File: src/rtl/wwgs_pkg.sv
// types and constants for the wireworld generation stencil
`timescale 1ns / 1ps

package wwgs_pkg;

  typedef enum logic [1:0] {
    CELL_EMPTY = 2'd0,
    CELL_HEAD  = 2'd1,
    CELL_TAIL  = 2'd2,
    CELL_COND  = 2'd3
  } cell_t;

  localparam int CFG_IDX_W  = 1;
  localparam int CFG_DATA_W = 13;
  localparam int GW_W       = 7;
  localparam int ROW_W      = 13;
  localparam int MAX_HEIGHT = 4096;

  localparam logic [CFG_IDX_W-1:0] REG_GRID_WIDTH  = 1'd0;
  localparam logic [CFG_IDX_W-1:0] REG_GRID_HEIGHT = 1'd1;

  typedef struct packed {
    logic [1:0] cell_state;
    logic       flush;
  } cell_word_t;

  typedef struct packed {
    logic [1:0] next_state;
    logic       frame_end;
  } res_word_t;

  // one line buffer entry: two rows back and one row back
  typedef struct packed {
    cell_t upper;
    cell_t middle;
  } line_pair_t;

  // one window column, top to bottom
  typedef struct packed {
    cell_t top;
    cell_t mid;
    cell_t bot;
  } column_t;

  localparam column_t EMPTY_COLUMN = '{top: CELL_EMPTY, mid: CELL_EMPTY, bot: CELL_EMPTY};

endpackage

File: src/rtl/wwgs_cell.sv
// one line buffer cell of the shift chain
`timescale 1ns / 1ps

module wwgs_cell (
  input  logic                clk,
  input  logic                shift,
  input  logic                load,
  input  wwgs_pkg::line_pair_t ins,
  input  wwgs_pkg::line_pair_t nbr,
  output wwgs_pkg::line_pair_t q
);

  always_ff @(posedge clk) begin
    if (shift) begin
      q <= load ? ins : nbr;
    end
  end

endmodule

File: src/rtl/wwgs_window.sv
// 3x3 window and wireworld next-state rule
`timescale 1ns / 1ps

module wwgs_window (
  input  logic              clk,
  input  logic              rst,
  input  logic              clear,
  input  logic              shift,
  input  logic              row_start,
  input  wwgs_pkg::column_t col_in,
  output wwgs_pkg::cell_t   next_state
);

  wwgs_pkg::column_t left_col;
  wwgs_pkg::column_t centre_col;
  wwgs_pkg::column_t right_col;
  logic [7:0]        is_head;
  logic [3:0]        heads;

  always_ff @(posedge clk) begin
    if (rst || clear) begin
      left_col   <= wwgs_pkg::EMPTY_COLUMN;
      centre_col <= wwgs_pkg::EMPTY_COLUMN;
    end else if (shift) begin
      left_col   <= row_start ? wwgs_pkg::EMPTY_COLUMN : centre_col;
      centre_col <= col_in;
    end
  end

  // right column is off the grid when the centre is the last cell of a row
  assign right_col = row_start ? wwgs_pkg::EMPTY_COLUMN : col_in;

  assign is_head[0] = (left_col.top == wwgs_pkg::CELL_HEAD);
  assign is_head[1] = (left_col.mid == wwgs_pkg::CELL_HEAD);
  assign is_head[2] = (left_col.bot == wwgs_pkg::CELL_HEAD);
  assign is_head[3] = (centre_col.top == wwgs_pkg::CELL_HEAD);
  assign is_head[4] = (centre_col.bot == wwgs_pkg::CELL_HEAD);
  assign is_head[5] = (right_col.top == wwgs_pkg::CELL_HEAD);
  assign is_head[6] = (right_col.mid == wwgs_pkg::CELL_HEAD);
  assign is_head[7] = (right_col.bot == wwgs_pkg::CELL_HEAD);

  always_comb begin
    heads = '0;
    for (int i = 0; i < 8; i++) begin
      heads = heads + 4'(is_head[i]);
    end
  end

  always_comb begin
    case (centre_col.mid)
      wwgs_pkg::CELL_HEAD: next_state = wwgs_pkg::CELL_TAIL;
      wwgs_pkg::CELL_TAIL: next_state = wwgs_pkg::CELL_COND;
      wwgs_pkg::CELL_COND: begin
        next_state = (heads == 4'd1 || heads == 4'd2) ? wwgs_pkg::CELL_HEAD
                                                      : wwgs_pkg::CELL_COND;
      end
      default: next_state = wwgs_pkg::CELL_EMPTY;
    endcase
  end

endmodule

File: src/rtl/wireworld_generation_stencil_top.sv
// top level of the wireworld generation stencil
//
// Cells of a frame enter on cell_valid/cell_ready/cell_word in raster order,
// grid_width words per row; results leave on res_valid/res_ready/res_word.
// Each accepted word shifts a chain of MAX_WIDTH line buffer cells and a 3x3
// window, so one word is taken per cycle while cell_ready is high, and after
// the first grid_width+1 words of a frame, which give no result, one result
// comes out per word: the result for a cell enters the output register, or the
// skid stage if that is still full, when the word grid_width+1 places later is
// accepted. End each frame with grid_width+1 flush words; the result for the
// last grid cell carries frame_end and the next word starts a new frame.
// Configuration goes in on cfg_we/cfg_index/cfg_data; the user must write it
// only while idle (the block does not enforce this); any write restarts the frame.
// Reset restores grid_width min(MAX_WIDTH, 64) and grid_height 64 and clears
// the counters, window and result stages; the line buffer needs no clearing.
// When the receiver stalls, one result waits in the output register and one
// more in a skid stage; cell_ready drops only when both are full.
`timescale 1ns / 1ps

module wireworld_generation_stencil_top #(
  parameter int MAX_WIDTH = 64
) (
  input  logic                                clk,
  input  logic                                rst,
  input  logic                                cfg_we,
  input  logic [wwgs_pkg::CFG_IDX_W-1:0]      cfg_index,
  input  logic [wwgs_pkg::CFG_DATA_W-1:0]     cfg_data,
  input  logic                                cell_valid,
  output logic                                cell_ready,
  input  wwgs_pkg::cell_word_t                cell_word,
  output logic                                res_valid,
  input  logic                                res_ready,
  output wwgs_pkg::res_word_t                 res_word
);

  localparam int COL_W     = $clog2(MAX_WIDTH);
  localparam int RST_WIDTH = (MAX_WIDTH < 64) ? MAX_WIDTH : 64;

  logic [COL_W-1:0]               last_col;
  logic [wwgs_pkg::ROW_W-1:0]     eff_height;
  logic [wwgs_pkg::ROW_W-1:0]     term_row;
  logic [COL_W-1:0]               col;
  logic [wwgs_pkg::ROW_W-1:0]     row;

  logic [wwgs_pkg::GW_W-1:0]      cfg_gw;
  logic [wwgs_pkg::ROW_W-1:0]     cfg_gh;
  logic [COL_W-1:0]               last_col_next;
  logic [wwgs_pkg::ROW_W-1:0]     eff_height_next;

  logic                           accept;
  logic                           row_start;
  logic                           at_last_col;
  logic                           emit;
  logic                           frame_done;
  logic                           push;
  logic                           pop;

  wwgs_pkg::column_t              col_in;
  wwgs_pkg::line_pair_t           chain_ins;
  wwgs_pkg::line_pair_t           chain_q   [MAX_WIDTH];
  wwgs_pkg::line_pair_t           chain_nbr [MAX_WIDTH];
  wwgs_pkg::cell_t                win_next;
  wwgs_pkg::res_word_t            new_res;

  wwgs_pkg::res_word_t            skid_word;
  logic                           skid_valid;

  // configuration decode with range clamping
  assign cfg_gw = cfg_data[wwgs_pkg::GW_W-1:0];
  assign cfg_gh = cfg_data[wwgs_pkg::ROW_W-1:0];

  always_comb begin
    if (cfg_gw == '0) begin
      last_col_next = '0;
    end else if (int'(cfg_gw) > MAX_WIDTH) begin
      last_col_next = COL_W'(MAX_WIDTH - 1);
    end else begin
      last_col_next = COL_W'(cfg_gw - 7'd1);
    end
  end

  always_comb begin
    if (cfg_gh == '0) begin
      eff_height_next = wwgs_pkg::ROW_W'(1);
    end else if (int'(cfg_gh) > wwgs_pkg::MAX_HEIGHT) begin
      eff_height_next = wwgs_pkg::ROW_W'(wwgs_pkg::MAX_HEIGHT);
    end else begin
      eff_height_next = cfg_gh;
    end
  end

  assign accept      = cell_valid && cell_ready;
  assign row_start   = (col == '0);
  assign at_last_col = (col == last_col);
  assign emit        = (row >= wwgs_pkg::ROW_W'(2)) ||
                       (row == wwgs_pkg::ROW_W'(1) && !row_start);
  assign frame_done  = emit && (row == term_row) && row_start;

  // new window column, rows above or below the grid read as empty
  assign col_in.top = (row >= wwgs_pkg::ROW_W'(2)) ? chain_q[0].upper
                                                  : wwgs_pkg::CELL_EMPTY;
  assign col_in.mid = (row >= wwgs_pkg::ROW_W'(1)) ? chain_q[0].middle
                                                  : wwgs_pkg::CELL_EMPTY;
  assign col_in.bot = (row < eff_height && !cell_word.flush)
                      ? wwgs_pkg::cell_t'(cell_word.cell_state)
                      : wwgs_pkg::CELL_EMPTY;

  assign chain_ins.upper  = col_in.mid;
  assign chain_ins.middle = col_in.bot;

  // line buffer chain, words enter at the last column in use and leave at cell 0
  for (genvar i = 0; i < MAX_WIDTH; i++) begin : g_chain
    if (i == MAX_WIDTH - 1) begin : g_end
      assign chain_nbr[i] = chain_ins;
    end else begin : g_mid
      assign chain_nbr[i] = chain_q[i+1];
    end

    wwgs_cell u_cell (
      .clk   (clk),
      .shift (accept),
      .load  (last_col == COL_W'(i)),
      .ins   (chain_ins),
      .nbr   (chain_nbr[i]),
      .q     (chain_q[i])
    );
  end

  wwgs_window u_window (
    .clk        (clk),
    .rst        (rst),
    .clear      (cfg_we || (accept && frame_done)),
    .shift      (accept),
    .row_start  (row_start),
    .col_in     (col_in),
    .next_state (win_next)
  );

  // configuration and position counters
  always_ff @(posedge clk) begin
    if (rst) begin
      last_col   <= COL_W'(RST_WIDTH - 1);
      eff_height <= wwgs_pkg::ROW_W'(64);
      term_row   <= wwgs_pkg::ROW_W'(65);
      col        <= '0;
      row        <= '0;
    end else if (cfg_we) begin
      unique case (cfg_index)
        wwgs_pkg::REG_GRID_WIDTH: begin
          last_col <= last_col_next;
        end
        wwgs_pkg::REG_GRID_HEIGHT: begin
          eff_height <= eff_height_next;
          term_row   <= eff_height_next + wwgs_pkg::ROW_W'(1);
        end
        default: begin
        end
      endcase
      col <= '0;
      row <= '0;
    end else if (accept) begin
      if (frame_done) begin
        col <= '0;
        row <= '0;
      end else if (at_last_col) begin
        col <= '0;
        row <= row + wwgs_pkg::ROW_W'(1);
      end else begin
        col <= col + COL_W'(1);
      end
    end
  end

  // output register plus skid stage
  assign new_res.next_state = 2'(win_next);
  assign new_res.frame_end  = frame_done;
  assign push               = accept && emit;
  assign pop                = res_valid && res_ready;
  assign cell_ready         = !skid_valid;

  always_ff @(posedge clk) begin
    if (rst) begin
      res_valid  <= 1'b0;
      skid_valid <= 1'b0;
    end else if (skid_valid) begin
      if (pop) begin
        res_valid  <= 1'b1;
        skid_valid <= 1'b0;
      end
    end else if (push) begin
      if (!res_valid || pop) begin
        res_valid <= 1'b1;
      end else begin
        skid_valid <= 1'b1;
      end
    end else if (pop) begin
      res_valid <= 1'b0;
    end
  end

  always_ff @(posedge clk) begin
    if (skid_valid) begin
      if (pop) begin
        res_word <= skid_word;
      end
    end else if (push) begin
      if (!res_valid || pop) begin
        res_word <= new_res;
      end else begin
        skid_word <= new_res;
      end
    end
  end

endmodule

File: config.mk
export PLATFORM = sky130hd
export DESIGN_NAME = wireworld_generation_stencil_top
export DESIGN_NICKNAME = d
export VERILOG_FILES = /design/src/rtl/wwgs_pkg.sv /design/src/rtl/wwgs_cell.sv /design/src/rtl/wwgs_window.sv /design/src/rtl/wireworld_generation_stencil_top.sv
export SDC_FILE = /design/constraint.sdc
export NUM_CORES = 1
export LEC_CHECK = 0
export BUFFER_PORTS_ARGS = -buffer_cell sky130_fd_sc_hd__buf_2
export CAP_MARGIN = 20
export CORE_MARGIN = 10
export CORE_UTILIZATION = 41
export CTS_BUF_LIST = sky130_fd_sc_hd__clkbuf_16
export DETAILED_ROUTE_END_ITERATION = 8
export GPL_TIMING_DRIVEN = 0
export PLACE_DENSITY = 0.57
export SLEW_MARGIN = 20
export SYNTH_ARGS = -nofsm -noshare
export SYNTH_HDL_FRONTEND = slang
export SYNTH_SLANG_ARGS = --single-unit
File: constraint.sdc
create_clock -name clk -period 21 [get_ports clk]
set_input_delay 5.25 -clock clk [delete_from_list [all_inputs] [get_ports clk]]
set_output_delay 5.25 -clock clk [all_outputs]
set_load 0.01 [all_outputs]
# Word-level counts from Yosys, hierarchy flattened
# Index checks and enable logic that the tools add are counted.
dict set report word_totals {
  ff_bits 327
  output_inout_bits 5
}
dict set report classes {
  n_addsub 11
  magnitude_cmp 5
  n_eq_ne 80
  mux 91
  bitwise 3
  n_reduce_logical 32
}
# op n
set op_table {}
lappend op_table {{two-way mux 4 bit} 63}
lappend op_table {{== test 6 bit, second input constant} 31}
lappend op_table {{== test 6 x 5 -> 1 bit, second input constant} 16}
lappend op_table {{two-way mux 13 bit} 4}
lappend op_table {{== test 6 x 4 -> 1 bit, second input constant} 8}
lappend op_table {{two-way mux 6 bit} 6}
lappend op_table {{adder 13 x 1 -> 13 bit, second input constant} 2}
lappend op_table {{adder 4 x 1 -> 4 bit} 6}
lappend op_table {{== test 6 x 3 -> 1 bit, second input constant} 4}
lappend op_table {{== test 2 x 1 -> 1 bit, second input constant} 9}
lappend op_table {{== test 13 x 1 -> 1 bit, second input constant} 1}
lappend op_table {{== test 13 bit} 1}
lappend op_table {{greater-or-equal comparator 13 x 1 -> 1 bit, second input constant} 1}
lappend op_table {{greater-or-equal comparator 13 x 2 -> 1 bit, second input constant} 1}
lappend op_table {{> comparator 13 bit, second input constant} 1}
lappend op_table {{zero test 13 bit} 1}
lappend op_table {{less-than comparator 13 bit} 1}
lappend op_table {{== test 6 x 2 -> 1 bit, second input constant} 2}
lappend op_table {{zero test 6 bit} 2}
lappend op_table {{two-way mux 3 bit} 4}
lappend op_table {{two-way mux 1 bit} 9}
lappend op_table {{AND reduction 3 bit} 3}
lappend op_table {{logical AND 1 bit} 8}
lappend op_table {{two-way mux 2 bit} 4}
lappend op_table {{19 further kinds} 34}

# Depth between registers and ports, before layout
# Gate-level depths: netlist (run 1).
dict set report depth {
  depth_word 15
  ltp_mapped 17
  ltp_nobuf 16
}

# Modules after synthesis
# From an unflattened synthesis (run 1), not the netlist that was laid out.
dict set report hier_totals {
  cells_unflattened 1112
  hier_area_um2 15215.8
}
# mod instances cells_each area_per_inst_um2 seq_area_each_um2
set by_module_without_submodules {}
lappend by_module_without_submodules {wwgs_cell 64 8 165.2 120.1}
lappend by_module_without_submodules {wireworld_generation_stencil_top 1 525 3926.3 1241.2}
lappend by_module_without_submodules {wwgs_window 1 75 719.4 240.2}

# Worst setup path after synthesis (run 1)
# OpenSTA, ideal clock, no wires.
dict set report synth_timing {
  path_kind {in2reg}
  start {input port cell_valid}
  end {register g_chain[0].u_cell.q[0] (netlist name), enable pin}
  t_arrival_ns 12.818
  required_time_ns 20.280
  setup_slack_ns 7.461
  cell_stages 4
  path_buffers 2
  cell_sequence {nand2_1 -> inv_1 -> clkbuf_1 -> clkbuf_1}
}
dict set report synth_via {
  elab_chain_len 1
}
# item line_no
set synth_lines {}
lappend synth_lines {{start, declared} wireworld_generation_stencil_top.sv:28} ;# input logic cell_valid,
lappend synth_lines {{logical AND 1 bit} wireworld_generation_stencil_top.sv:92} ;# assign accept = cell_valid && cell_ready;
lappend synth_lines {{via accept} wireworld_generation_stencil_top.sv:50} ;# logic accept;
lappend synth_lines {{end signal, assigned} wwgs_cell.sv:15} ;# q <= load ? ins : nbr;
lappend synth_lines {{end, declared} wwgs_cell.sv:10} ;# output wwgs_pkg::line_pair_t q
# The timed path passes the listed nets, and every way through them passes these cells.
# A chain may end at the register's enable or synchronous reset.

# Final worst setup path (run 1)
dict set report layout_timing {
  start {input port cell_word[0] (netlist name)}
  end {register res_word[2] (netlist name), data pin}
}
dict set report layout_via {
  elab_chain_len 13
  elab_cells_between_ends 14
  cone_classes {add/sub (1); eq/ne (3); mux (7); reduce/logical (3)}
}
# item line_no
set layout_lines {}
lappend layout_lines {{start, declared} wireworld_generation_stencil_top.sv:30} ;# input wwgs_pkg::cell_word_t cell_word,
lappend layout_lines {{zero test 1 bit (*)} wireworld_generation_stencil_top.sv:104} ;# assign col_in.bot = (row < eff_height && !cell_word.flush)
lappend layout_lines {{logical AND 1 bit (*)} wireworld_generation_stencil_top.sv:104}
lappend layout_lines {{two-way mux 2 bit (*)} wireworld_generation_stencil_top.sv:105} ;# ? wwgs_pkg::cell_t'(cell_word.cell_state)
lappend layout_lines {{two-way mux 6 bit (*)} wwgs_window.sv:31} ;# assign right_col = row_start ? wwgs_pkg::EMPTY_COLUMN : col_in;
lappend layout_lines {{== test 2 x 1 -> 1 bit (*)} wwgs_window.sv:40} ;# assign is_head[7] = (right_col.bot == wwgs_pkg::CELL_HEAD);
lappend layout_lines {{adder 4 x 1 -> 4 bit (*)} wwgs_window.sv:45} ;# heads = heads + 4'(is_head[i]);
lappend layout_lines {{== test 4 x 1 -> 1 bit or == test 4 x 2 -> 1 bit (tied branches)} wwgs_window.sv:54} ;# next_state = (heads == 4'd1 || heads == 4'd2) ? wwgs_pkg::CELL_HEAD
lappend layout_lines {{logical OR 1 bit (*)} wwgs_window.sv:54}
lappend layout_lines {{two-way mux 2 bit (*)} wwgs_window.sv:54}
lappend layout_lines {{one-hot mux 2 bit (3 select lines) (*)} wwgs_window.sv:50} ;# case (centre_col.mid)
lappend layout_lines {{via u_window.next_state[1]} wwgs_window.sv:11} ;# output wwgs_pkg::cell_t next_state
lappend layout_lines {{two-way mux 3 bit (*)} wireworld_generation_stencil_top.sv:207} ;# if (!res_valid || pop) begin
lappend layout_lines {{two-way mux 3 bit (*)} wireworld_generation_stencil_top.sv:206} ;# end else if (push) begin
lappend layout_lines {{two-way mux 3 bit (*)} wireworld_generation_stencil_top.sv:202} ;# if (skid_valid) begin
lappend layout_lines {{end signal, assigned} wireworld_generation_stencil_top.sv:204} ;# res_word <= skid_word;
lappend layout_lines {{end signal, assigned} wireworld_generation_stencil_top.sv:208} ;# res_word <= new_res;
lappend layout_lines {{end, declared} wireworld_generation_stencil_top.sv:33} ;# output wwgs_pkg::res_word_t res_word
# Mark *: on every way through the listed nets, which the timed path passes. The rest lies on a longest branch. The select of a mux whose other input is x is not followed.

==> impl_metrics.toml, run 1 <==
[layout]
fin_nets = 1454
layout-drive-gt1-share = 0.121
areaGrowthSynthToFinish_pct = 13.0
final_area_mm2 = 0.0167
antenna-diode-count = 0
nFillCells = 3342

[power]
power.density_mw_per_mm2 = 84.5
switching_share = 0.223
share_comb_of_total_power = 0.061
p_leak_nw = 6.09
intPower_mw = 1.10
peakVddDrop_mv = 0.0616
clockPowerShare = 0.412
pwr-share-seq = 0.528
p_sw_mw = 0.316

[critical_path]
path_max_fanout = 10
cp-start-kind = "input pin"
critPathRequiredTime_ns = 21.28
end_kind = "flip-flop"
cp.arrival_ns = 9.43
r2r_slack_ns = 15.52
worstSetupPathType = "in -> reg"

[placement]
gp_congestion = 0.848
io_buffers = 23
dp_hpwl_um = 23800
dpl-instance-area_mm2 = 0.0157

[timing]
fmax_mhz = 109
maxSlewViolCount = 0
finalHoldViolCount = 0
skew_ns = 0.0175
rsz0062_at_grt = "no"
min_period_ns = 9.15
finalCritPeriodShare = 0.435
relSlewSlack = 0.255
report.final.setup_viol = 0
worst_slew_pin_slew_ns = 1.11
setup_tns_ns = 0

[yosys]
synth_commonest_cells = "294 x nand2_1, 262 x edfxtp_1, 197 x o21ai_0"
ys_seq_area_frac = 0.619
async_flop_share = 0
synthTopCellsByArea = "edfxtp_1 53%, dfxtp_1 8.8%, nand2_1 7.4%"
synth_top_cell_area_share = 0.531
netlist_instances = 1338
synth_top_area_cell = "edfxtp_1"
ys.flop_type = "edfxtp_1"
yosys_warnings = 0
yosysUniqueCellTypes = 55
ys_ff_latch = 327
synth_edf_count = 262
synth.cell_area_mm2 = 0.0148
syn_area_per_cell_um2 = 11.1
syn_nets = 1387
synth_most_common_cell = "nand2_1"

[cts]
cts_buffers = 37
cts_sinks = 327
post_cts_buffers = 0
holdBufCountCts = 0
cts.reportedPaths.clkPinSlew_ns = 0.06
clk_latency_ns = 0.53
cts_tree = "done"
htreeDepth = 2
cts_resized = 0
clk_path_buf_depth = 3
root_buffer = "clkbuf_16"

[detailed_routing]
drt_iter0_markers = 815
avgViaCountPerCell = 5.33
ant_nets = 0
drc = 0
wl_per_cell_um = 18.4
drtPass1Iterations = 5
routed_wl_um = 34700
vias = 10100

[global_routing]
grt_pass1_wl_um = 55600
grtUsageTotal = 0.158
antenna_found_initial = 1
first_global_vias = 9785
overflow = 0
grt_max_degree = 54

[die]
rows = 69
core_area_mm2 = 0.0357
io_pins = 27
die_w_um = 210
dieHeight_um = 210
die_area_mm2 = 0.0442
start_util = 0.416

[worst_hold_path]
hp-class = "reg -> reg"

[flow_run]
cap_viol_max_count = 0

[run_status]
status = "finished clean"
-- power by group through the flow --
stage | combinational (mW) | sequential, mW | clock, mW
after CTS | 0.0868 | 0.747 | 0.597
after detailed placement | 0.0864 | 0.761 | 0
after global routing | 0.0969 | 0.750 | 0.623
after global placement | 0.0814 | 0.771 | 0
after floorplan | 0.0574 | 0.764 | 0
final | 0.0856 | 0.747 | 0.582
-- path summary, 6_finish.rpt --
kind,from,endpoint,depth (start not counted)
hold reg to reg,u_window.left_col[4],u_window.left_col[4],2
setup reg to reg,row[6],res_word[2],16
hold / removal,u_window.left_col[4],u_window.left_col[4],2
setup / recovery,cell_word[0],res_word[2],14
-- cell usage in the layout (no fill, tap or decap), types with 10 or more instances in the layout --
| cell type | Yosys | final |
|---|---|---|
| nand2b_1 | 10 | 10 |
| ha_1 | 23 | 23 |
| nor3_1 | 19 | 16 |
| nand3_1 | 29 | 29 |
| and3_1 | 10 | 10 |
| a21oi_1 | 50 | 50 |
| inv_1 | 39 | 45 |
| mux2_2 | 79 | 79 |
| edfxtp_1 | 262 | 262 |
| nand2_1 | 294 | 294 |
| xnor2_1 | 28 | 28 |
| nand4_1 | 13 | 13 |
| clkinv_1 | 0 | 11 |
| o21ai_0 | 197 | 197 |
| buf_2 | 2 | 25 |
| clkbuf_16 | 0 | 39 |
| clkbuf_1 | 60 | 59 |
| nor2b_1 | 10 | 10 |
| dfxtp_1 | 65 | 65 |
| or3_1 | 10 | 10 |
| nor2_1 | 54 | 54 |
-- critical path: stages --
cell and delay [ns]:
buf_2 0.10, or2_2 0.29, a211oi_2 0.38, nand2_1 0.48
clkbuf_1 0.41, nor3_1 0.33, fa_1 0.48, fa_1 0.47
inv_1 0.09, fa_1 0.43, xnor2_1 0.17, nand3_1 0.09
o22a_1 0.20, mux2_2 0.26
-- cells by family (layout without fill, tap and decap cells) --
kind of cell,count (synthesis),count (layout),synth area share
AND/OR/NAND/NOR,480,480,0.143
buffers and inverters,103,193,0.0268
AO/OA/AOI/OAI,285,285,0.105
multiplexers,79,79,0.0600
XOR/XNOR,34,34,0.0201
adder cells (fa/ha/maj),30,30,0.0268
flip-flops,327,327,0.619
-- final cells by class --
class	count	area, um2	share of cell area
flip-flops and latches	327	9170	0.548
multi-input cells	908	5280	0.315
clock buffers	39	976	0.0583
well taps	461	577	0.0345
plain buffers	64	255	0.0152
repair buffers	28	245	0.0146
inverters	39	146	0.00875
clock inverters	23	96.3	0.00576
-- metal layers --
metal  vias to the layer above  part of all wire  GRT usage
met2                       198              0.46      0.248
met3                        60             0.054     0.0292
li1                       4915                 -          -
met4                         0             0.021     0.0457
met1                      4899              0.47      0.219
met5                         -                 0          0
-- registers in the layout (all words and copies together), names as in the netlist --
name	cells
res_word	3
res_valid	1
row	13
col	6
u_window.centre_col	6
u_window.left_col	6
skid_word	3
skid_valid	1
term_row	13
last_col	6
g_chain.u_cell.q	256
eff_height	13
-- metrics by stage --
| step | hold WS (ns) | cells | setup WS, ns | utilization | power (mW) |
|---|---|---|---|---|---|
| final | 0.451 | 1889 | 11.85 | 0.469 | 1.42 |
| after global routing | 0.468 | 1889 | 11.64 | 0.469 | 1.47 |
| after CTS | 0.451 | 1889 | 11.82 | 0.469 | 1.43 |
| after detailed placement | 0.442 | 1827 | 11.28 | 0.439 | 0.847 |
| after global placement | 0.434 | 1822 | 3.67 | 0.435 | 0.852 |
| after floorplan | 0.427 | 1338 | 7.46 | - | 0.822 |
(Power assumes the default switching activity.)
==> run 2: changes to the inputs <==
- PLACE_DENSITY: 0.57 -> 0.59
- clock period: 21 -> 7.6 ns (I/O delays scaled with it)
==> impl_metrics.toml, run 2 (synthesized netlist as in run 1, its figures left out) <==
[global_routing]
grt_pass1_wl_um = 54700
grt_max_degree = 99
antenna_found_initial = 0
overflow = 0
first_global_vias = 9781
grtUsageTotal = 0.155

[cts]
post_cts_buffers = 0
clk_path_buf_depth = 3
clk_latency_ns = 0.54
htreeDepth = 2
cts_sinks = 327
cts_tree = "done"
cts_resized = 0
holdBufCountCts = 0
root_buffer = "clkbuf_16"
cts.reportedPaths.clkPinSlew_ns = 0.06
cts_buffers = 37

[placement]
gp_congestion = 0.857
dp_slack_ns = 1.21
dp_hpwl_um = 23200
dpl-instance-area_mm2 = 0.0156
place_inst = 1824
io_buffers = 23

[die]
start_util = 0.416
rows = 69
io_pins = 27
dieHeight_um = 210
die_w_um = 210
core_area_mm2 = 0.0357
die_area_mm2 = 0.0442

[critical_path]
worstSetupPathType = "in -> reg"
cp-startpoint = "cell_word[0]"
cp-start-kind = "input pin"
r2r-end = "res_word[2]"
r2r_slack_ns = 2.03
cp.arrival_ns = 6.07
crit_end = "res_word[2]"
end_kind = "flip-flop"
r2r.worst_path.cells = 16
regToRegStartpoint = "row[6]"
critPathRequiredTime_ns = 7.89
path_max_fanout = 10

[timing]
report.final.setup_viol = 0
fmax_mhz = 173
relSlewSlack = 0.211
setup_tns_ns = 0
min_period_ns = 5.78
finalHoldViolCount = 0
setup_slack_ns = 1.82
maxSlewViolCount = 0
finalCritPeriodShare = 0.761
skew_ns = 0.0241
worst_slew_pin_slew_ns = 1.18
rsz0062_at_grt = "no"

[power]
peakVddDrop_mv = 0.202
p_leak_nw = 6.07
power.density_mw_per_mm2 = 235
total_power_mw = 3.91

[layout]
layout-drive-gt1-share = 0.118
final_cells = 1892
antenna-diode-count = 0
ff_latch_area_mm2 = 0.00917
fin_nets = 1451
top_register = "g_chain.u_cell.q"
multiInputGateArea_mm2 = 0.00527
areaGrowthSynthToFinish_pct = 12.5
final_common_cell = "nand2_1"
final_cell_mix = "294 x nand2_1, 262 x edfxtp_1, 197 x o21ai_0"
nFillCells = 3351
final_area_mm2 = 0.0167
largest_reg_flops = 256

[detailed_routing]
ant_nets = 0
wl_per_cell_um = 18.3
drc = 0
drtPass1Iterations = 5
routed_wl_um = 34500
vias = 10200
avgViaCountPerCell = 5.37
drt_iter0_markers = 837

[flow_run]
cap_viol_max_count = 0

[worst_hold_path]
hp-class = "reg -> reg"

[run_status]
status = "finished clean"
==> run 2: cell types whose count changed in the layout (fill, tap and decap cells not counted), sizes merged <==
cell / previous run / this run
clkinv: 15 / 18
inv: 47 / 51
clkbuf: 100 / 98
buf: 31 / 28
clkinvlp: 0 / 1
==> run 2: how the worst min path moves through the flow <==
| stage | startpoint | slack (ns) | endpoint | depth (start not counted) |
|---|---|---|---|---|
| 2_1_floorplan | u_window.left_col[1] | 0.43 | u_window.left_col[1] | 2 |
| 3_3_place_gp | u_window.left_col[1] | 0.44 | u_window.left_col[1] | 2 |
| 3_5_place_dp | u_window.left_col[2] | 0.44 | u_window.left_col[2] | 2 |
| 4_1_cts | u_window.left_col[2] | 0.45 | u_window.left_col[2] | 2 |
| 5_1_grt | u_window.left_col[2] | 0.46 | u_window.left_col[2] | 2 |
| 6_report | u_window.left_col[2] | 0.45 | u_window.left_col[2] | 2 |
==> run 2: area by class of cell <==
type	count	area share
sequential	327	0.550
multi-input combinational	908	0.316
clock buffer	37	0.0555
tap	461	0.0346
buffer	64	0.0157
timing repair buffer	25	0.0102
clock inverter	31	0.00938
inverter	39	0.00878
==> run 2: report_power, final <==
group          total (mW)  switching (mW)  internal [mW]
clock network        1.61           0.723          0.892
logic               0.231           0.153         0.0779
registers            2.06          0.0265           2.04
total                3.91           0.903           3.01
==> run 2: per-stage QoR <==
stage	utilization	hold slack (ns)
after floorplan	-	0.427
after global placement	0.435	0.437
after detailed placement	0.437	0.441
after CTS	0.468	0.447
after global routing	0.468	0.461
final	0.468	0.446
==> run 2: worst max-delay path: stages <==
cell	delay [ns]
buf_2	0.10
or2_2	0.30
a211oi_2	0.37
nand2_1	0.47
clkbuf_1	0.39
nor3_1	0.32
fa_1	0.48
fa_1	0.46
inv_1	0.08
fa_1	0.43
xnor2_1	0.20
nand3_1	0.09
o22a_1	0.20
mux2_2	0.27
==> run 2: metal layers <==
metal / wire, um / GRT usage
met5: 0 / 0
met4: 681 / 0.0442
met3: 1830 / 0.0261
met2: 15800 / 0.245
met1: 16200 / 0.216
==> run 3: changes to the inputs <==
- clock period: 7.6 -> 4.9 ns (I/O delays scaled with it)
==> impl_metrics.toml, run 3 (synthesized netlist as in run 1, its figures left out) <==
[detailed_routing]
vias = 10100
drtPass1Iterations = 5
wl_per_cell_um = 18.2
avgViaCountPerCell = 5.34
drt_iter0_markers = 923
routed_wl_um = 34400
ant_nets = 0
drc = 0

[layout]
ff_latch_area_mm2 = 0.00917
final_common_cell = "nand2_1"
final_cell_mix = "293 x nand2_1, 262 x edfxtp_1, 197 x o21ai_0"
final_cells = 1891
fin_util = 0.469
largest_reg_flops = 256
areaGrowthSynthToFinish_pct = 12.9
nFillCells = 3274
layout-drive-gt1-share = 0.123
fin_nets = 1453
top_register = "g_chain.u_cell.q"
antenna-diode-count = 0
multiInputGateArea_mm2 = 0.00529

[cts]
root_buffer = "clkbuf_16"
holdBufCountCts = 0
cts.reportedPaths.clkPinSlew_ns = 0.06
cts_tree = "done"
cts_buffers = 37
clk_path_buf_depth = 3
clk_latency_ns = 0.53
htreeDepth = 2
cts_sinks = 327

[die]
die_w_um = 210
rows = 69
start_util = 0.416
core_area_mm2 = 0.0357
io_pins = 27
dieHeight_um = 210
die_area_mm2 = 0.0442

[critical_path]
cp-start-kind = "flip-flop"
crit_top_cell = "fa_1"
worstSetupPathType = "reg -> reg"
path_max_fanout = 6
end_kind = "flip-flop"
slowest_delay_ns = 0.48
crit_path_cell_trace = "ha_1 > and2_1 > a221oi_1 > o22ai_1 > a211oi_4 > nand2_4 > nor3_2 > fa_1 > fa_1 > inv_1 > fa_1 > xnor2_1 > nand3_1 > o22a_1 > mux2_2"
slowest_stage = "dfxtp_1"
cp.arrival_ns = 4.81
path_buf_inv = 1
critPathTopFamily = "adder cells"
critPathRequiredTime_ns = 5.18

[placement]
place_inst = 1824
dp_hpwl_um = 23100
io_buffers = 23
dp_slack_ns = -0.837
gp_congestion = 0.859

[global_routing]
antenna_found_initial = 0
grtUsageTotal = 0.155
grt_pass1_wl_um = 54400
grt_max_degree = 139
first_global_vias = 9688
overflow = 0

[run_status]
status = "finished clean"

[power]
peakVddDrop_mv = 0.290
power.density_mw_per_mm2 = 366
p_leak_nw = 6.12

[flow_run]
cap_viol_max_count = 0

[timing]
finalHoldWorstSlack_ns = 0.448
finalCritPeriodShare = 0.924
finalHoldViolCount = 0
fmax_mhz = 221
skew_ns = 0.0202
worst_slew_pin_slew_ns = 1.17
setup_slack_ns = 0.370
relSlewSlack = 0.215
maxSlewViolCount = 0
rsz0062_at_grt = "no"
min_period_ns = 4.53
report.final.setup_viol = 0

[worst_hold_path]
hp-class = "reg -> reg"
-- run 3: cell types whose count changed in the layout (fill, tap and decap cells not counted), sizes merged --
cell and delta:
bufinv +1, clkinv -6, inv +1, clkinvlp -1, clkbuf +1, buf +3
-- run 3: through the flow --
stage	TNS [ns]	total power, mW	instance area, um2
after floorplan	0	3.50	14800
after global placement	-88.01	3.61	15500
after detailed placement	-1.42	3.62	15600
after CTS	0	6.18	16700
after global routing	0	6.33	16700
final	0	6.12	16700
-- run 3: metal layers --
metal  GRT usage  vias to the layer above  routed length (um)
met2       0.240                      236               15600
met4      0.0490                        0                 837
met3      0.0251                       64                1820
met1       0.217                     4871               16100
met5           0                        -                   0
li1            -                     4929                   -
-- run 3: area by class of cell --
class,instances,share of cell area
clock buffer,39,0.0583
tap,461,0.0345
sequential,327,0.548
inverter,39,0.00875
multi-input combinational,908,0.316
buffer,63,0.0162
timing repair buffer,28,0.0102
clock inverter,26,0.00800
-- run 3: report_power, final --
| group | leakage [nW] | switching [mW] | total (mW) | internal, mW |
|---|---|---|---|---|
| registers | 3.10 | 0.0411 | 3.20 | 3.16 |
| logic | 2.43 | 0.238 | 0.361 | 0.122 |
| clock network | 0.591 | 1.07 | 2.55 | 1.48 |
| total | 6.12 | 1.35 | 6.12 | 4.76 |
-- run 3: timing repair --
action	CTS	global route
setup endpoints to repair	2	2
resized for setup	4	4
buffers inserted	1	2
pin swaps	1	1
-- run 3: worst paths after layout --
| kind | from | cells past startpoint | slack (ns) | to |
|---|---|---|---|---|
| setup reg to reg | row[7] | 15 | 0.37 | res_word[2] |
| hold / removal | u_window.left_col[1] | 2 | 0.45 | u_window.left_col[1] |
| hold reg to reg | u_window.left_col[1] | 2 | 0.45 | u_window.left_col[1] |
| setup / recovery | row[7] | 15 | 0.37 | res_word[2] |
-- run 3: worst reg2reg max path: cells and delay by family (launching register included) --
kind,cells,cell delay [ns]
flip-flops,1,0.48
buffers and inverters,1,0.08
AND/OR/NAND/NOR,4,0.55
AO/OA/AOI/OAI,4,1.06
multiplexers,1,0.27
adder cells (fa/ha/maj),4,1.64
XOR/XNOR,1,0.21
